## src/tald_pkg.sv

```systemverilog
`timescale 1ns / 1ps
// ----------------------------------------------------------------------------
// tald_pkg
// Shared types and constants of the temperature alert light driver.
// ----------------------------------------------------------------------------
package tald_pkg;

  // elapsed-time counter width and its saturation value
  localparam int unsigned TimerBits = 16;
  localparam logic [TimerBits-1:0] TimerMax = {TimerBits{1'b1}};

  // field widths
  localparam int unsigned TempBits  = 11;
  localparam int unsigned IntvBits  = 16;
  localparam int unsigned CountBits = 4;
  localparam int unsigned CfgIdxBits  = 3;
  localparam int unsigned CfgDataBits = 16;
  localparam int unsigned InDataBits  = 16;
  localparam int unsigned OutDataBits = 8;

  // register indexes of the configuration port
  localparam logic [CfgIdxBits-1:0] CfgColdLimit     = 3'd0;
  localparam logic [CfgIdxBits-1:0] CfgHotLimit      = 3'd1;
  localparam logic [CfgIdxBits-1:0] CfgFlashHalf     = 3'd2;
  localparam logic [CfgIdxBits-1:0] CfgPulseGap      = 3'd3;
  localparam logic [CfgIdxBits-1:0] CfgPulseLength   = 3'd4;
  localparam logic [CfgIdxBits-1:0] CfgBurstPeriod   = 3'd5;
  localparam logic [CfgIdxBits-1:0] CfgPulsesPerBurst = 3'd6;

  // register reset values
  localparam logic signed [TempBits-1:0] ColdLimitRst = 11'sd200;
  localparam logic signed [TempBits-1:0] HotLimitRst  = 11'sd300;
  localparam logic [IntvBits-1:0]  FlashHalfRst     = 16'd200;
  localparam logic [IntvBits-1:0]  PulseGapRst      = 16'd400;
  localparam logic [IntvBits-1:0]  PulseLengthRst   = 16'd200;
  localparam logic [IntvBits-1:0]  BurstPeriodRst   = 16'd5000;
  localparam logic [CountBits-1:0] PulsesPerBurstRst = 4'd3;

  // item kinds carried in tuser
  localparam logic OpTick   = 1'b0;
  localparam logic OpSample = 1'b1;

  typedef enum logic [1:0] {
    BandCold,
    BandMid,
    BandHot
  } band_e;

  typedef struct packed {
    logic signed [TempBits-1:0] cold_limit;
    logic signed [TempBits-1:0] hot_limit;
    logic [IntvBits-1:0]        flash_half_period;
    logic [IntvBits-1:0]        pulse_gap;
    logic [IntvBits-1:0]        pulse_length;
    logic [IntvBits-1:0]        burst_period;
    logic [CountBits-1:0]       pulses_per_burst;
  } cfg_t;

  typedef struct packed {
    logic alert;
    logic buzzer;
    logic blue_led;
    logic green_led;
    logic red_led;
  } pins_t;

endpackage

```

## src/temperature_alert_light_driver_core.sv

```systemverilog
`timescale 1ns / 1ps
// ----------------------------------------------------------------------------
// temperature_alert_light_driver_core
// Drives RGB lights and a buzzer from millisecond ticks and temperature items.
// ----------------------------------------------------------------------------
// Takes one item per clock cycle while s_tready_o is high and returns one
// result per item: the item is held in an input register, the band compare
// and all state updates happen in one pass of logic, and the pin levels land
// in an output register. The output register and the input register each
// hold one item, so one more item is taken while a result waits for
// m_tready_i, after which s_tready_o drops until the result leaves.
// Configuration writes take effect at once and are meant for idle periods.
module temperature_alert_light_driver_core (
  input  logic                                clk_i,
  input  logic                                rst_ni,
  // configuration write port
  input  logic                                cfg_we_i,
  input  logic [tald_pkg::CfgIdxBits-1:0]     cfg_idx_i,
  input  logic [tald_pkg::CfgDataBits-1:0]    cfg_data_i,
  // input items
  input  logic                                s_tvalid_i,
  output logic                                s_tready_o,
  input  logic [tald_pkg::InDataBits-1:0]     s_tdata_i,   // [10:0] temperature
  input  logic                                s_tuser_i,   // [0] opcode
  // result items
  output logic                                m_tvalid_o,
  input  logic                                m_tready_i,
  // [0] red_led, [1] green_led, [2] blue_led, [3] buzzer, [4] alert
  output logic [tald_pkg::OutDataBits-1:0]    m_tdata_o
);
  import tald_pkg::*;

  cfg_t cfg_q;

  logic                       in_valid_q;
  logic                       in_op_q;
  logic signed [TempBits-1:0] in_temp_q;

  logic  out_valid_q;
  pins_t out_pins_q;

  logic  proc_fire;
  band_e band;
  pins_t pins;

  // configuration registers
  always_ff @(posedge clk_i or negedge rst_ni) begin
    if (!rst_ni) begin
      cfg_q.cold_limit        <= ColdLimitRst;
      cfg_q.hot_limit         <= HotLimitRst;
      cfg_q.flash_half_period <= FlashHalfRst;
      cfg_q.pulse_gap         <= PulseGapRst;
      cfg_q.pulse_length      <= PulseLengthRst;
      cfg_q.burst_period      <= BurstPeriodRst;
      cfg_q.pulses_per_burst  <= PulsesPerBurstRst;
    end else if (cfg_we_i) begin
      unique case (cfg_idx_i)
        CfgColdLimit:      cfg_q.cold_limit        <= cfg_data_i[TempBits-1:0];
        CfgHotLimit:       cfg_q.hot_limit         <= cfg_data_i[TempBits-1:0];
        CfgFlashHalf:      cfg_q.flash_half_period <= cfg_data_i[IntvBits-1:0];
        CfgPulseGap:       cfg_q.pulse_gap         <= cfg_data_i[IntvBits-1:0];
        CfgPulseLength:    cfg_q.pulse_length      <= cfg_data_i[IntvBits-1:0];
        CfgBurstPeriod:    cfg_q.burst_period      <= cfg_data_i[IntvBits-1:0];
        CfgPulsesPerBurst: cfg_q.pulses_per_burst  <= cfg_data_i[CountBits-1:0];
        default:           cfg_q                   <= cfg_q;
      endcase
    end
  end

  // handshake: process when the output slot is free or being emptied
  assign proc_fire  = in_valid_q && (!out_valid_q || m_tready_i);
  assign s_tready_o = !in_valid_q || proc_fire;

  // input register
  always_ff @(posedge clk_i or negedge rst_ni) begin
    if (!rst_ni) begin
      in_valid_q <= 1'b0;
    end else if (s_tready_o) begin
      in_valid_q <= s_tvalid_i;
    end
  end

  always_ff @(posedge clk_i) begin
    if (s_tready_o && s_tvalid_i) begin
      in_op_q   <= s_tuser_i;
      in_temp_q <= s_tdata_i[TempBits-1:0];
    end
  end

  tald_band u_band (
    .temperature_i (in_temp_q),
    .cfg_i         (cfg_q),
    .band_o        (band)
  );

  tald_alert u_alert (
    .clk_i       (clk_i),
    .rst_ni      (rst_ni),
    .en_i        (proc_fire),
    .is_sample_i (in_op_q == OpSample),
    .band_i      (band),
    .cfg_i       (cfg_q),
    .pins_o      (pins)
  );

  // result register
  always_ff @(posedge clk_i or negedge rst_ni) begin
    if (!rst_ni) begin
      out_valid_q <= 1'b0;
    end else if (proc_fire) begin
      out_valid_q <= 1'b1;
    end else if (m_tready_i) begin
      out_valid_q <= 1'b0;
    end
  end

  always_ff @(posedge clk_i) begin
    if (proc_fire) begin
      out_pins_q <= pins;
    end
  end

  assign m_tvalid_o = out_valid_q;
  assign m_tdata_o  = {{(OutDataBits - $bits(pins_t)){1'b0}}, out_pins_q};

endmodule

```

## src/tald_band.sv

```systemverilog
`timescale 1ns / 1ps
// ----------------------------------------------------------------------------
// tald_band
// Sorts a temperature sample into the cold, mid or hot band.
// ----------------------------------------------------------------------------
module tald_band (
  input  logic signed [tald_pkg::TempBits-1:0] temperature_i,
  input  tald_pkg::cfg_t                       cfg_i,
  output tald_pkg::band_e                      band_o
);
  import tald_pkg::*;

  // cold is tested first, so crossed limits leave the mid band empty
  always_comb begin
    priority if (temperature_i < cfg_i.cold_limit) begin
      band_o = BandCold;
    end else if (temperature_i < cfg_i.hot_limit) begin
      band_o = BandMid;
    end else begin
      band_o = BandHot;
    end
  end

endmodule

```

## src/tald_alert.sv

```systemverilog
`timescale 1ns / 1ps
// ----------------------------------------------------------------------------
// tald_alert
// Light, flash and buzzer state; advances once per processed item.
// ----------------------------------------------------------------------------
module tald_alert (
  input  logic            clk_i,
  input  logic            rst_ni,
  input  logic            en_i,
  input  logic            is_sample_i,
  input  tald_pkg::band_e band_i,
  input  tald_pkg::cfg_t  cfg_i,
  output tald_pkg::pins_t pins_o
);
  import tald_pkg::*;

  // compare width covers both the timers and the interval registers
  localparam int unsigned CmpBits = (TimerBits > IntvBits) ? TimerBits : IntvBits;

  logic alert_q, alert_d;
  logic red_phase_q, red_phase_d;
  logic red_pin_q, red_pin_d;
  logic green_pin_q, green_pin_d;
  logic blue_pin_q, blue_pin_d;
  logic buzzer_pin_q, buzzer_pin_d;
  logic buzz_phase_q, buzz_phase_d;
  logic [CountBits-1:0] pulse_count_q, pulse_count_d;
  logic [TimerBits-1:0] flash_q, flash_d;
  logic [TimerBits-1:0] buzz_q, buzz_d;
  logic [TimerBits-1:0] burst_q, burst_d;

  // next state for one item
  always_comb begin
    alert_d       = alert_q;
    red_phase_d   = red_phase_q;
    red_pin_d     = red_pin_q;
    green_pin_d   = green_pin_q;
    blue_pin_d    = blue_pin_q;
    buzzer_pin_d  = buzzer_pin_q;
    buzz_phase_d  = buzz_phase_q;
    pulse_count_d = pulse_count_q;
    flash_d       = flash_q;
    buzz_d        = buzz_q;
    burst_d       = burst_q;

    // tick advances the saturating timers, a sample applies its band
    if (!is_sample_i) begin
      flash_d = (flash_q == TimerMax) ? flash_q : flash_q + 1'b1;
      buzz_d  = (buzz_q == TimerMax) ? buzz_q : buzz_q + 1'b1;
      burst_d = (burst_q == TimerMax) ? burst_q : burst_q + 1'b1;
    end else begin
      unique case (band_i)
        BandCold: begin
          blue_pin_d  = 1'b1;
          green_pin_d = 1'b0;
          red_pin_d   = 1'b0;
          alert_d     = 1'b0;
        end
        BandMid: begin
          blue_pin_d  = 1'b0;
          green_pin_d = 1'b1;
          red_pin_d   = 1'b0;
        end
        BandHot: begin
          // restart: red and buzzer pins keep their levels
          blue_pin_d    = 1'b0;
          green_pin_d   = 1'b0;
          alert_d       = 1'b1;
          flash_d       = '0;
          buzz_d        = '0;
          burst_d       = '0;
          pulse_count_d = '0;
          buzz_phase_d  = 1'b0;
          red_phase_d   = 1'b0;
        end
        default: begin
          blue_pin_d = blue_pin_q;
        end
      endcase
    end

    // flashing and buzzer bursts while the alert is on
    if (alert_d) begin
      if (CmpBits'(flash_d) >= CmpBits'(cfg_i.flash_half_period)) begin
        flash_d     = '0;
        red_phase_d = !red_phase_d;
        red_pin_d   = red_phase_d;
      end
      if (pulse_count_d < cfg_i.pulses_per_burst) begin
        priority if (!buzz_phase_d &&
                     CmpBits'(buzz_d) >= CmpBits'(cfg_i.pulse_gap)) begin
          buzz_phase_d = 1'b1;
          buzz_d       = '0;
          buzzer_pin_d = 1'b1;
        end else if (buzz_phase_d &&
                     CmpBits'(buzz_d) >= CmpBits'(cfg_i.pulse_length)) begin
          buzz_phase_d  = 1'b0;
          buzz_d        = '0;
          buzzer_pin_d  = 1'b0;
          pulse_count_d = pulse_count_d + 1'b1;
        end
      end else if (CmpBits'(burst_d) >= CmpBits'(cfg_i.burst_period)) begin
        pulse_count_d = '0;
        burst_d       = '0;
      end
    end else begin
      buzzer_pin_d = 1'b0;
      red_pin_d    = 1'b0;
    end
  end

  // state registers
  always_ff @(posedge clk_i or negedge rst_ni) begin
    if (!rst_ni) begin
      alert_q       <= 1'b0;
      red_phase_q   <= 1'b0;
      red_pin_q     <= 1'b0;
      green_pin_q   <= 1'b0;
      blue_pin_q    <= 1'b0;
      buzzer_pin_q  <= 1'b0;
      buzz_phase_q  <= 1'b0;
      pulse_count_q <= '0;
      flash_q       <= '0;
      buzz_q        <= '0;
      burst_q       <= '0;
    end else if (en_i) begin
      alert_q       <= alert_d;
      red_phase_q   <= red_phase_d;
      red_pin_q     <= red_pin_d;
      green_pin_q   <= green_pin_d;
      blue_pin_q    <= blue_pin_d;
      buzzer_pin_q  <= buzzer_pin_d;
      buzz_phase_q  <= buzz_phase_d;
      pulse_count_q <= pulse_count_d;
      flash_q       <= flash_d;
      buzz_q        <= buzz_d;
      burst_q       <= burst_d;
    end
  end

  // levels after this item
  assign pins_o = '{alert:     alert_d,
                    buzzer:    buzzer_pin_d,
                    blue_led:  blue_pin_d,
                    green_led: green_pin_d,
                    red_led:   red_pin_d};

  // red and buzzer are low whenever the alert is off
  assert property (@(posedge clk_i) disable iff (!rst_ni)
    !alert_q |-> (!red_pin_q && !buzzer_pin_q))
    else $error("red or buzzer driven without alert");

  // blue and green never light together
  assert property (@(posedge clk_i) disable iff (!rst_ni)
    !(blue_pin_q && green_pin_q))
    else $error("blue and green both lit");

  // a hot sample always leaves the alert on
  assert property (@(posedge clk_i) disable iff (!rst_ni)
    (en_i && is_sample_i && band_i == BandHot) |=> alert_q)
    else $error("hot sample did not raise alert");

  // timers only move when an item is processed
  assert property (@(posedge clk_i) disable iff (!rst_ni)
    !en_i |=> ($stable(flash_q) && $stable(buzz_q) && $stable(burst_q)))
    else $error("timer moved without an item");

endmodule

```

## config.mk

```make
export PLATFORM = sky130hd
export DESIGN_NAME = temperature_alert_light_driver_core
export DESIGN_NICKNAME = d
export VERILOG_FILES = /design/src/tald_pkg.sv /design/src/temperature_alert_light_driver_core.sv /design/src/tald_band.sv /design/src/tald_alert.sv
export SDC_FILE = /design/constraint.sdc
export NUM_CORES = 1
export LEC_CHECK = 0
export BUFFER_PORTS_ARGS = -buffer_cell sky130_fd_sc_hd__buf_2
export CELL_PAD_IN_SITES_DETAIL_PLACEMENT = 0
export CELL_PAD_IN_SITES_GLOBAL_PLACEMENT = 1
export CORE_MARGIN = 4
export CORE_UTILIZATION = 40
export DETAILED_ROUTE_END_ITERATION = 7
export GPL_TIMING_DRIVEN = 0
export PLACE_DENSITY_LB_ADDON = 0.2
export SLEW_MARGIN = 40
export SYNTH_ARGS = -nofsm -noshare
export SYNTH_HDL_FRONTEND = slang
export SYNTH_SLANG_ARGS = --single-unit
```

## constraint.sdc

```tcl
create_clock -name clk_i -period 4.51 [get_ports clk_i]
set_input_delay 0.2255 -clock clk_i [delete_from_list [all_inputs] [get_ports clk_i]]
set_output_delay 0.2255 -clock clk_i [all_outputs]
set_load 0.01 [all_outputs]
```

==> key figures, run 1 <==
Yosys
  • Post-synthesis async set-or-reset flop share: 89.88%
  • Syn avg cell area: 9.425 um2
  • Yosys cell types: 66
  • Post-synthesis cell count: 1062
  • Seq/Total Area, Yosys: 43.14%
  • Number of synthesized register bits: 168
  • Post-synth design cell area: 0.01001 mm2
  • Post-synth EDFFs: 17
  • Warnings from Yosys: 0
  • Main synth FF type: dfrtp_1

Clocking
  • Clock buffer depth: 2
  • TritonCTS clock tree: yes
  • Clock root buffer: clkbuf_16
  • CTS sink count: 168
  • Total CTS buffers: 17
  • Clk_lat worst skew: 440 ps
  • CTS clk-pin slew, worst paths: 80 ps
  • H-Tree Depth: 4

Detailed routing
  • Drt first pass iters: 5
  • Routed len/inst: 18.80 um
  • Detail Route Antenna Nets: 0
  • Post-Route WL: 27880 um
  • Initial drt markers: 481
  • Drc violations: 0
  • Vias/cell: 5.407
  • DR vias: 8019

Setup path
  • CP endpoint kind: register
  • Worst EP required: 4850 ps
  • Critical Path AT: 4660 ps
  • Startpoint types: register
  • Critical path peak fanout: 10
  • Setup CP Type: reg2reg

Placement
  • Area post-placement: 0.01070 mm2
  • DP Wirelength: 20590 um
  • Port bufs: 41
  • Final Wtd Congestion: 0.8386

Finish
  • Area Overhead vs Synth: 17.11%
  • Layout cells sized above 1: 18.98%
  • Inserted Diodes: 0
  • Commonest cells after routing, fill and taps aside: dfrtp_1 (128), nand2_1 (127), inv_1 (105)
  • Fin area: 0.01172 mm2
  • Commonest non-fill, non-tap cell in the layout: dfrtp_1
  • Number of fill cells: 2324
  • Final Net Count: 1278

Power and ir drop
  • Worst IR Drop VDD: 0.2257 mV
  • Pwr/cell area: 431.2 mW/mm2
  • Total power: 0.005054 W
  • P_leak: 5.295 nW

Timing
  • Final setup fails: 0
  • Clock skew: 14.73 ps
  • FMAX: 231.4 MHz
  • Max Slew Vio Count: 0
  • Relative slew margins: 48.36%
  • Tcrit/Tclk final: 95.82%
  • Unrepaired setup endpoints after global routing: true
  • Worst Tran Pin Value: 774.5 ps
  • Final Hold Vio Count: 0
  • Minimum clock period: 4321 ps

Floorplan
  • Core Area: 0.02446 mm2
  • Die Y: 166.2 um
  • Boundary Pins: 51
  • FP Rows: 57
  • Die Area: 0.02762 mm2
  • Die X: 166.2 um
  • Initial Util: 40.92%

Flow run
  • Max Cap Viol: 0

GRT
  • All-Layer GR Usage: 20.66%
  • GRT overflow: 0
  • Initial antenna violation count: 0
  • Largest net degree at the start of global routing: 59
  • Vias in the first global route: 7900
  • First-pass GRT wire length: 45050 um

Run status
  • Status: finished, final reports clean

Hold path
  • Tightest Hold Check Type: in2reg
-- registers in the layout, indices dropped and copies added (netlist names), 4 cells and up --
signal	cells
cfg_q	90
u_alert.burst_q	16
u_alert.buzz_q	16
u_alert.flash_q	16
in_temp_q	11
m_tdata_o	5
u_alert.pulse_count_q	4
-- power by group --
group / switching (W) / total (W) / internal (W)
Clock: 0.000740 / 0.00149 / 0.000752
Sequential: 0.000178 / 0.00201 / 0.00183
Combinational: 0.000912 / 0.00155 / 0.000642
Total: 0.00183 / 0.00505 / 0.00323
-- kinds of logic after synthesis --
kind of cell,share of synthesized area (%)
AND/OR/NAND/NOR,17.13
AO/OA/AOI/OAI,15.71
adder cells (fa/ha/maj),11.37
XOR/XNOR,0.3501
buffers and inverters,5.837
flip-flops,43.14
multiplexers,6.425
other,0.03746
-- cell type report --
cell class	count	area, um2	area share (%)
Buffer	40	232.7	1.985
Multi-Input combinational cell	750	5291	45.14
Sequential cell	168	4318	36.83
Timing Repair Buffer	64	475.5	4.056
Clock buffer	17	425.4	3.629
Tap cell	324	405.4	3.458
Inverter	105	394.1	3.362
Clock inverter	15	180.2	1.537
-- final timing paths --
check | start | end | slack (ps) | cells after the start
hold reg to reg | u_alert.blue_pin_q | u_alert.blue_pin_q | 480 | 2
min in group asynchronous | rst_ni | u_alert.burst_q[3] | 310 | 2
setup reg to reg | cfg_q[85] | u_alert.buzz_q[8] | 190 | 20
setup / recovery | cfg_q[85] | u_alert.buzz_q[8] | 190 | 20
max in group asynchronous | rst_ni | cfg_q[26] | 3210 | 4
hold / removal | cfg_data_i[11] | cfg_q[63] | 70 | 3
-- layer usage --
layer	vias up	global-route usage, %	part of all wire, %
li1	3949	-	-
met4	0	3.981	1.1
met2	161	32.60	46
met3	19	2.952	3.8
met1	3890	30.55	49
met5	-	0	0
-- worst max-delay path, cell delays in order, from the launching register on --
cell and delay, ps:
dfstp_2 530, inv_1 50, ha_1 290, nand2_1 70, o21ai_1 170, a21oi_2 80, o32a_4 370, nor2_4 220
buf_6 200, buf_6 180, nor2_1 120, ha_1 200, a211o_1 260, a31oi_2 170, o21ai_2 130, a221o_1 370
o21a_2 250, nand3_2 130, a21oi_4 80, buf_12 140, nor3b_1 200
-- metrics by stage --
| step | cells | TNS [ps] | hold WS [ps] | worst slack [ps] | util (%) |
|---|---|---|---|---|---|
| 6_report | 1483 | 0 | 66.19 | 188.6 | 47.92 |
| 5_1_grt | 1483 | -42.36 | 93.59 | -10.38 | 47.92 |
| 4_1_cts | 1482 | 0 | 66.68 | 34.00 | 47.39 |
| 3_5_place_dp | 1431 | -34140 | 203.2 | -874.0 | 43.74 |
| 3_3_place_gp | 1429 | -32730 | 402.0 | -884.8 | 43.45 |
| 2_1_floorplan | 1064 | 0 | -70.09 | 559.8 | - |
-- synth_stat cells, types with 4 or more instances --
| master | number | area (um2) |
|---|---|---|
| dfrtp_1 | 128 | 3203 |
| nand2_1 | 127 | 476.7 |
| inv_1 | 105 | 394.1 |
| o21ai_0 | 100 | 500.5 |
| ha_1 | 91 | 1139 |
| nor2_1 | 53 | 198.9 |
| mux2_2 | 50 | 563.0 |
| a21oi_1 | 46 | 230.2 |
| nand3_1 | 43 | 215.2 |
| clkbuf_1 | 25 | 93.84 |
| dfstp_2 | 23 | 604.3 |
| nand4_1 | 22 | 137.6 |
| nor3_1 | 21 | 105.1 |
| edfxtp_1 | 17 | 510.5 |
| a21o_1 | 15 | 112.6 |
| a22o_1 | 13 | 113.9 |
| nand2b_1 | 13 | 81.33 |
| and2_1 | 11 | 68.82 |
| o31ai_1 | 11 | 82.58 |
| a211oi_1 | 9 | 67.56 |
| and4_1 | 8 | 70.07 |
| mux2i_1 | 8 | 80.08 |
| o21a_1 | 8 | 60.06 |
| or4_1 | 8 | 60.06 |
| buf_2 | 7 | 35.03 |
| o211ai_1 | 7 | 52.55 |
| or2_2 | 7 | 43.79 |
| a31oi_1 | 6 | 37.54 |
| and3_1 | 6 | 37.54 |
| o41ai_1 | 6 | 52.55 |
| a31o_2 | 5 | 43.79 |
| buf_4 | 5 | 37.54 |
| nor2b_1 | 5 | 31.28 |
| nor3b_1 | 4 | 30.03 |
-- what timing repair did --
action | 4_1_cts | 5_1_grt
hold endpoints to repair | 68 | 0
pin swaps | 4 | 7
buffers inserted | 5 | 2
setup endpoints to repair | 58 | 55
hold buffers | 14 | 0
resized for setup | 27 | 27
No activity file was read; power rests on OpenSTA's default activity.
==> inputs of run 2 (changes only) <==
--- a/config.mk
+++ b/config.mk
@@ -13,6 +13,7 @@
 export DETAILED_ROUTE_END_ITERATION = 7
 export GPL_TIMING_DRIVEN = 0
 export PLACE_DENSITY_LB_ADDON = 0.2
+export RECOVER_POWER = 50
 export SLEW_MARGIN = 40
 export SYNTH_ARGS = -nofsm -noshare
 export SYNTH_HDL_FRONTEND = slang
==> run 2 against run 1 <==
The run now ends with capacitance limit, slew limit left. Combinational power about the same. Sequential power about the same. Clock power about the same. Sequential cell count unchanged. Clock skew about the same. Count of clock-buffer cells in the layout unchanged. Register-to-register slack about the same. Largest power group unchanged. Cell area down 0.21%. Utilization down 0.10 points.
==> key figures, run 2 (synthesis results as in run 1) <==
Finish
  • Register with the most flip-flops: cfg_q
  • Number of fill cells: 2327
  • Final Net Count: 1278
  • Fin util: 47.82%
  • Commonest cells after routing, fill and taps aside: dfrtp_1 (128), nand2_1 (127), inv_1 (105)
  • Largest register FFs: 90
  • Area Overhead vs Synth: 16.86%
  • Commonest non-fill, non-tap cell in the layout: dfrtp_1
  • Inserted Diodes: 0
  • Layout cells sized above 1: 18.12%

GRT
  • Vias in the first global route: 7900
  • First-pass GRT wire length: 45050 um
  • Largest net degree at the start of global routing: 59
  • Initial antenna violation count: 0
  • GRT overflow: 0
  • All-Layer GR Usage: 20.66%

Detailed routing
  • M1 WL: 13730 um
  • DR vias: 8013
  • Routed met3 length: 1037 um
  • Met2 WL: 12810 um
  • Routed len/inst: 18.80 um
  • Top routing layer in use: met4
  • Drt first pass iters: 5
  • Post-Route WL: 27870 um
  • Detail Route Antenna Nets: 0
  • Drc violations: 0
  • Initial drt markers: 480
  • Vias/cell: 5.403

Floorplan
  • Die X: 166.2 um
  • Core Area: 0.02446 mm2
  • Die Area: 0.02762 mm2
  • Die Y: 166.2 um
  • Initial Util: 40.92%
  • FP Rows: 57
  • Boundary Pins: 51

Clocking
  • Clock buffer depth: 2
  • Clock root buffer: clkbuf_16
  • CTS clk-pin slew, worst paths: 80 ps
  • TritonCTS clock tree: yes
  • H-Tree Depth: 4
  • Total CTS buffers: 17
  • CTS sink count: 168
  • Clk_lat worst skew: 440 ps

Power and ir drop
  • Total power: 0.005051 W
  • P_leak: 5.267 nW
  • Pwr/cell area: 431.8 mW/mm2
  • Worst IR Drop VDD: 0.2252 mV

Setup path
  • R2r worst-path depth: 20
  • Worst path bufs/invs: 4
  • R2r startpoint: cfg_q[85]
  • Launch point of the worst path: cfg_q[85]
  • Critical Path AT: 4660 ps
  • R2r endpoint: u_alert.buzz_q[8]
  • Worst EP required: 4850 ps
  • Slowest stage delay, CP: 530 ps
  • Startpoint types: register
  • CP max-delay cell: dfstp_2
  • Instance count on the critical path: 20
  • Critical Path, Cell by Cell: inv_1, ha_1, nand2_1, o21ai_1, a21oi_2, o32a_4, nor2_4, buf_6, buf_6, nor2_1, ha_1, a211o_1, a31oi_2, o21ai_2, a221o_1, o21a_2, nand3_2, a21oi_4, buf_12, nor3b_1
  • CP endpoint kind: register
  • Worst R2R Setup Slack: 190 ps
  • Critical path peak fanout: 10
  • Critical Path Sink: u_alert.buzz_q[8]
  • Crit path max-delay family: compound AO/OA/AOI/OAI gates
  • Setup CP Type: reg2reg

Timing
  • Max Slew Vio Count: 58
  • Worst Tran Pin Value: 3495 ps
  • Final worst setup slack: 189.8 ps
  • Relative slew margins: -133.0%
  • Final setup fails: 0
  • Hold_ws: 66.62 ps
  • Clock skew: 14.68 ps
  • Final Hold Vio Count: 0
  • Unrepaired setup endpoints after global routing: true
  • Tcrit/Tclk final: 95.79%
  • Minimum clock period: 4320 ps
  • FMAX: 231.5 MHz

Hold path
  • Tightest Hold Check Type: in2reg
  • Hold_sp: cfg_data_i[11]

Run status
  • Failing checks: capacitance limit, slew limit
  • Status: complete, but fails checks

Placement
  • Final Wtd Congestion: 0.8386
  • DP Wirelength: 20590 um
  • Pre-CTS setup slack: -874.0 ps
  • Port bufs: 41

Flow run
  • Max Cap Viol: 1
## run 2: cell count changes in the layout (fill, tap and decap cells not counted), sizes merged
cell	previous run	this run
buf	66	58
clkbuf	41	49
## run 2: per-stage QoR
stage,std cells,setup TNS [ps],area (um2)
global placement,1429,-32730,10630
finish,1483,0,11700
CTS,1482,0,11590
detailed placement,1431,-34140,10700
floorplan,1064,0,10020
global route,1483,-42.36,11700
## run 2: report_power, final
part | total [W] | internal (W) | switching [W]
Combinational | 0.00155 | 0.000639 | 0.000911
Clock | 0.00149 | 0.000752 | 0.000740
Sequential | 0.00201 | 0.00183 | 0.000178
## run 2: worst min path at each step
stage                    endpoint  slack (ps)  depth (start not counted)
6_report                cfg_q[63]          70                          3
5_1_grt                 cfg_q[65]          90                          3
4_1_cts                m_tvalid_o          70                          3
3_5_place_dp   u_alert.burst_q[3]         200                          1
3_3_place_gp         in_temp_q[4]         400                          1
2_1_floorplan           cfg_q[10]         -70                          0
## run 2: cell type report
class / count / area, um2 / share of cell area [%]
multi-input cells: 750 / 5286 / 45.19
flip-flops and latches: 168 / 4318 / 36.91
repair buffers: 64 / 455.4 / 3.893
clock buffers: 17 / 425.4 / 3.637
well taps: 324 / 405.4 / 3.466
inverters: 105 / 394.1 / 3.369
plain buffers: 40 / 232.7 / 1.990
clock inverters: 15 / 180.2 / 1.540
## run 2: worst register-to-register path: stages (launching register included)
cell,delay (ps)
dfstp_2,530
inv_1,50
ha_1,290
nand2_1,70
o21ai_1,170
a21oi_2,80
o32a_4,380
nor2_4,220
buf_6,200
buf_6,180
nor2_1,120
ha_1,200
a211o_1,260
a31oi_2,170
o21ai_2,130
a221o_1,370
o21a_2,250
nand3_2,130
a21oi_4,80
buf_12,140
nor3b_1,200
## run 2: layer usage
metal	GRT usage (%)	up-vias
met2	32.60	160
met4	3.981	0
met5	0	-
li1	-	3948
met3	2.952	19
met1	30.55	3886
## run 2: repair_timing
| action | in CTS | in global routing |
|---|---|---|
| hold buffers | 14 | 0 |
| gates cloned | 0 | 0 |
| resized for setup | 27 | 27 |
| setup buffers | 5 | 2 |
| endpoints found under the setup margin | 58 | 55 |
| pin swaps | 4 | 7 |
| endpoints found under the hold margin | 68 | 0 |
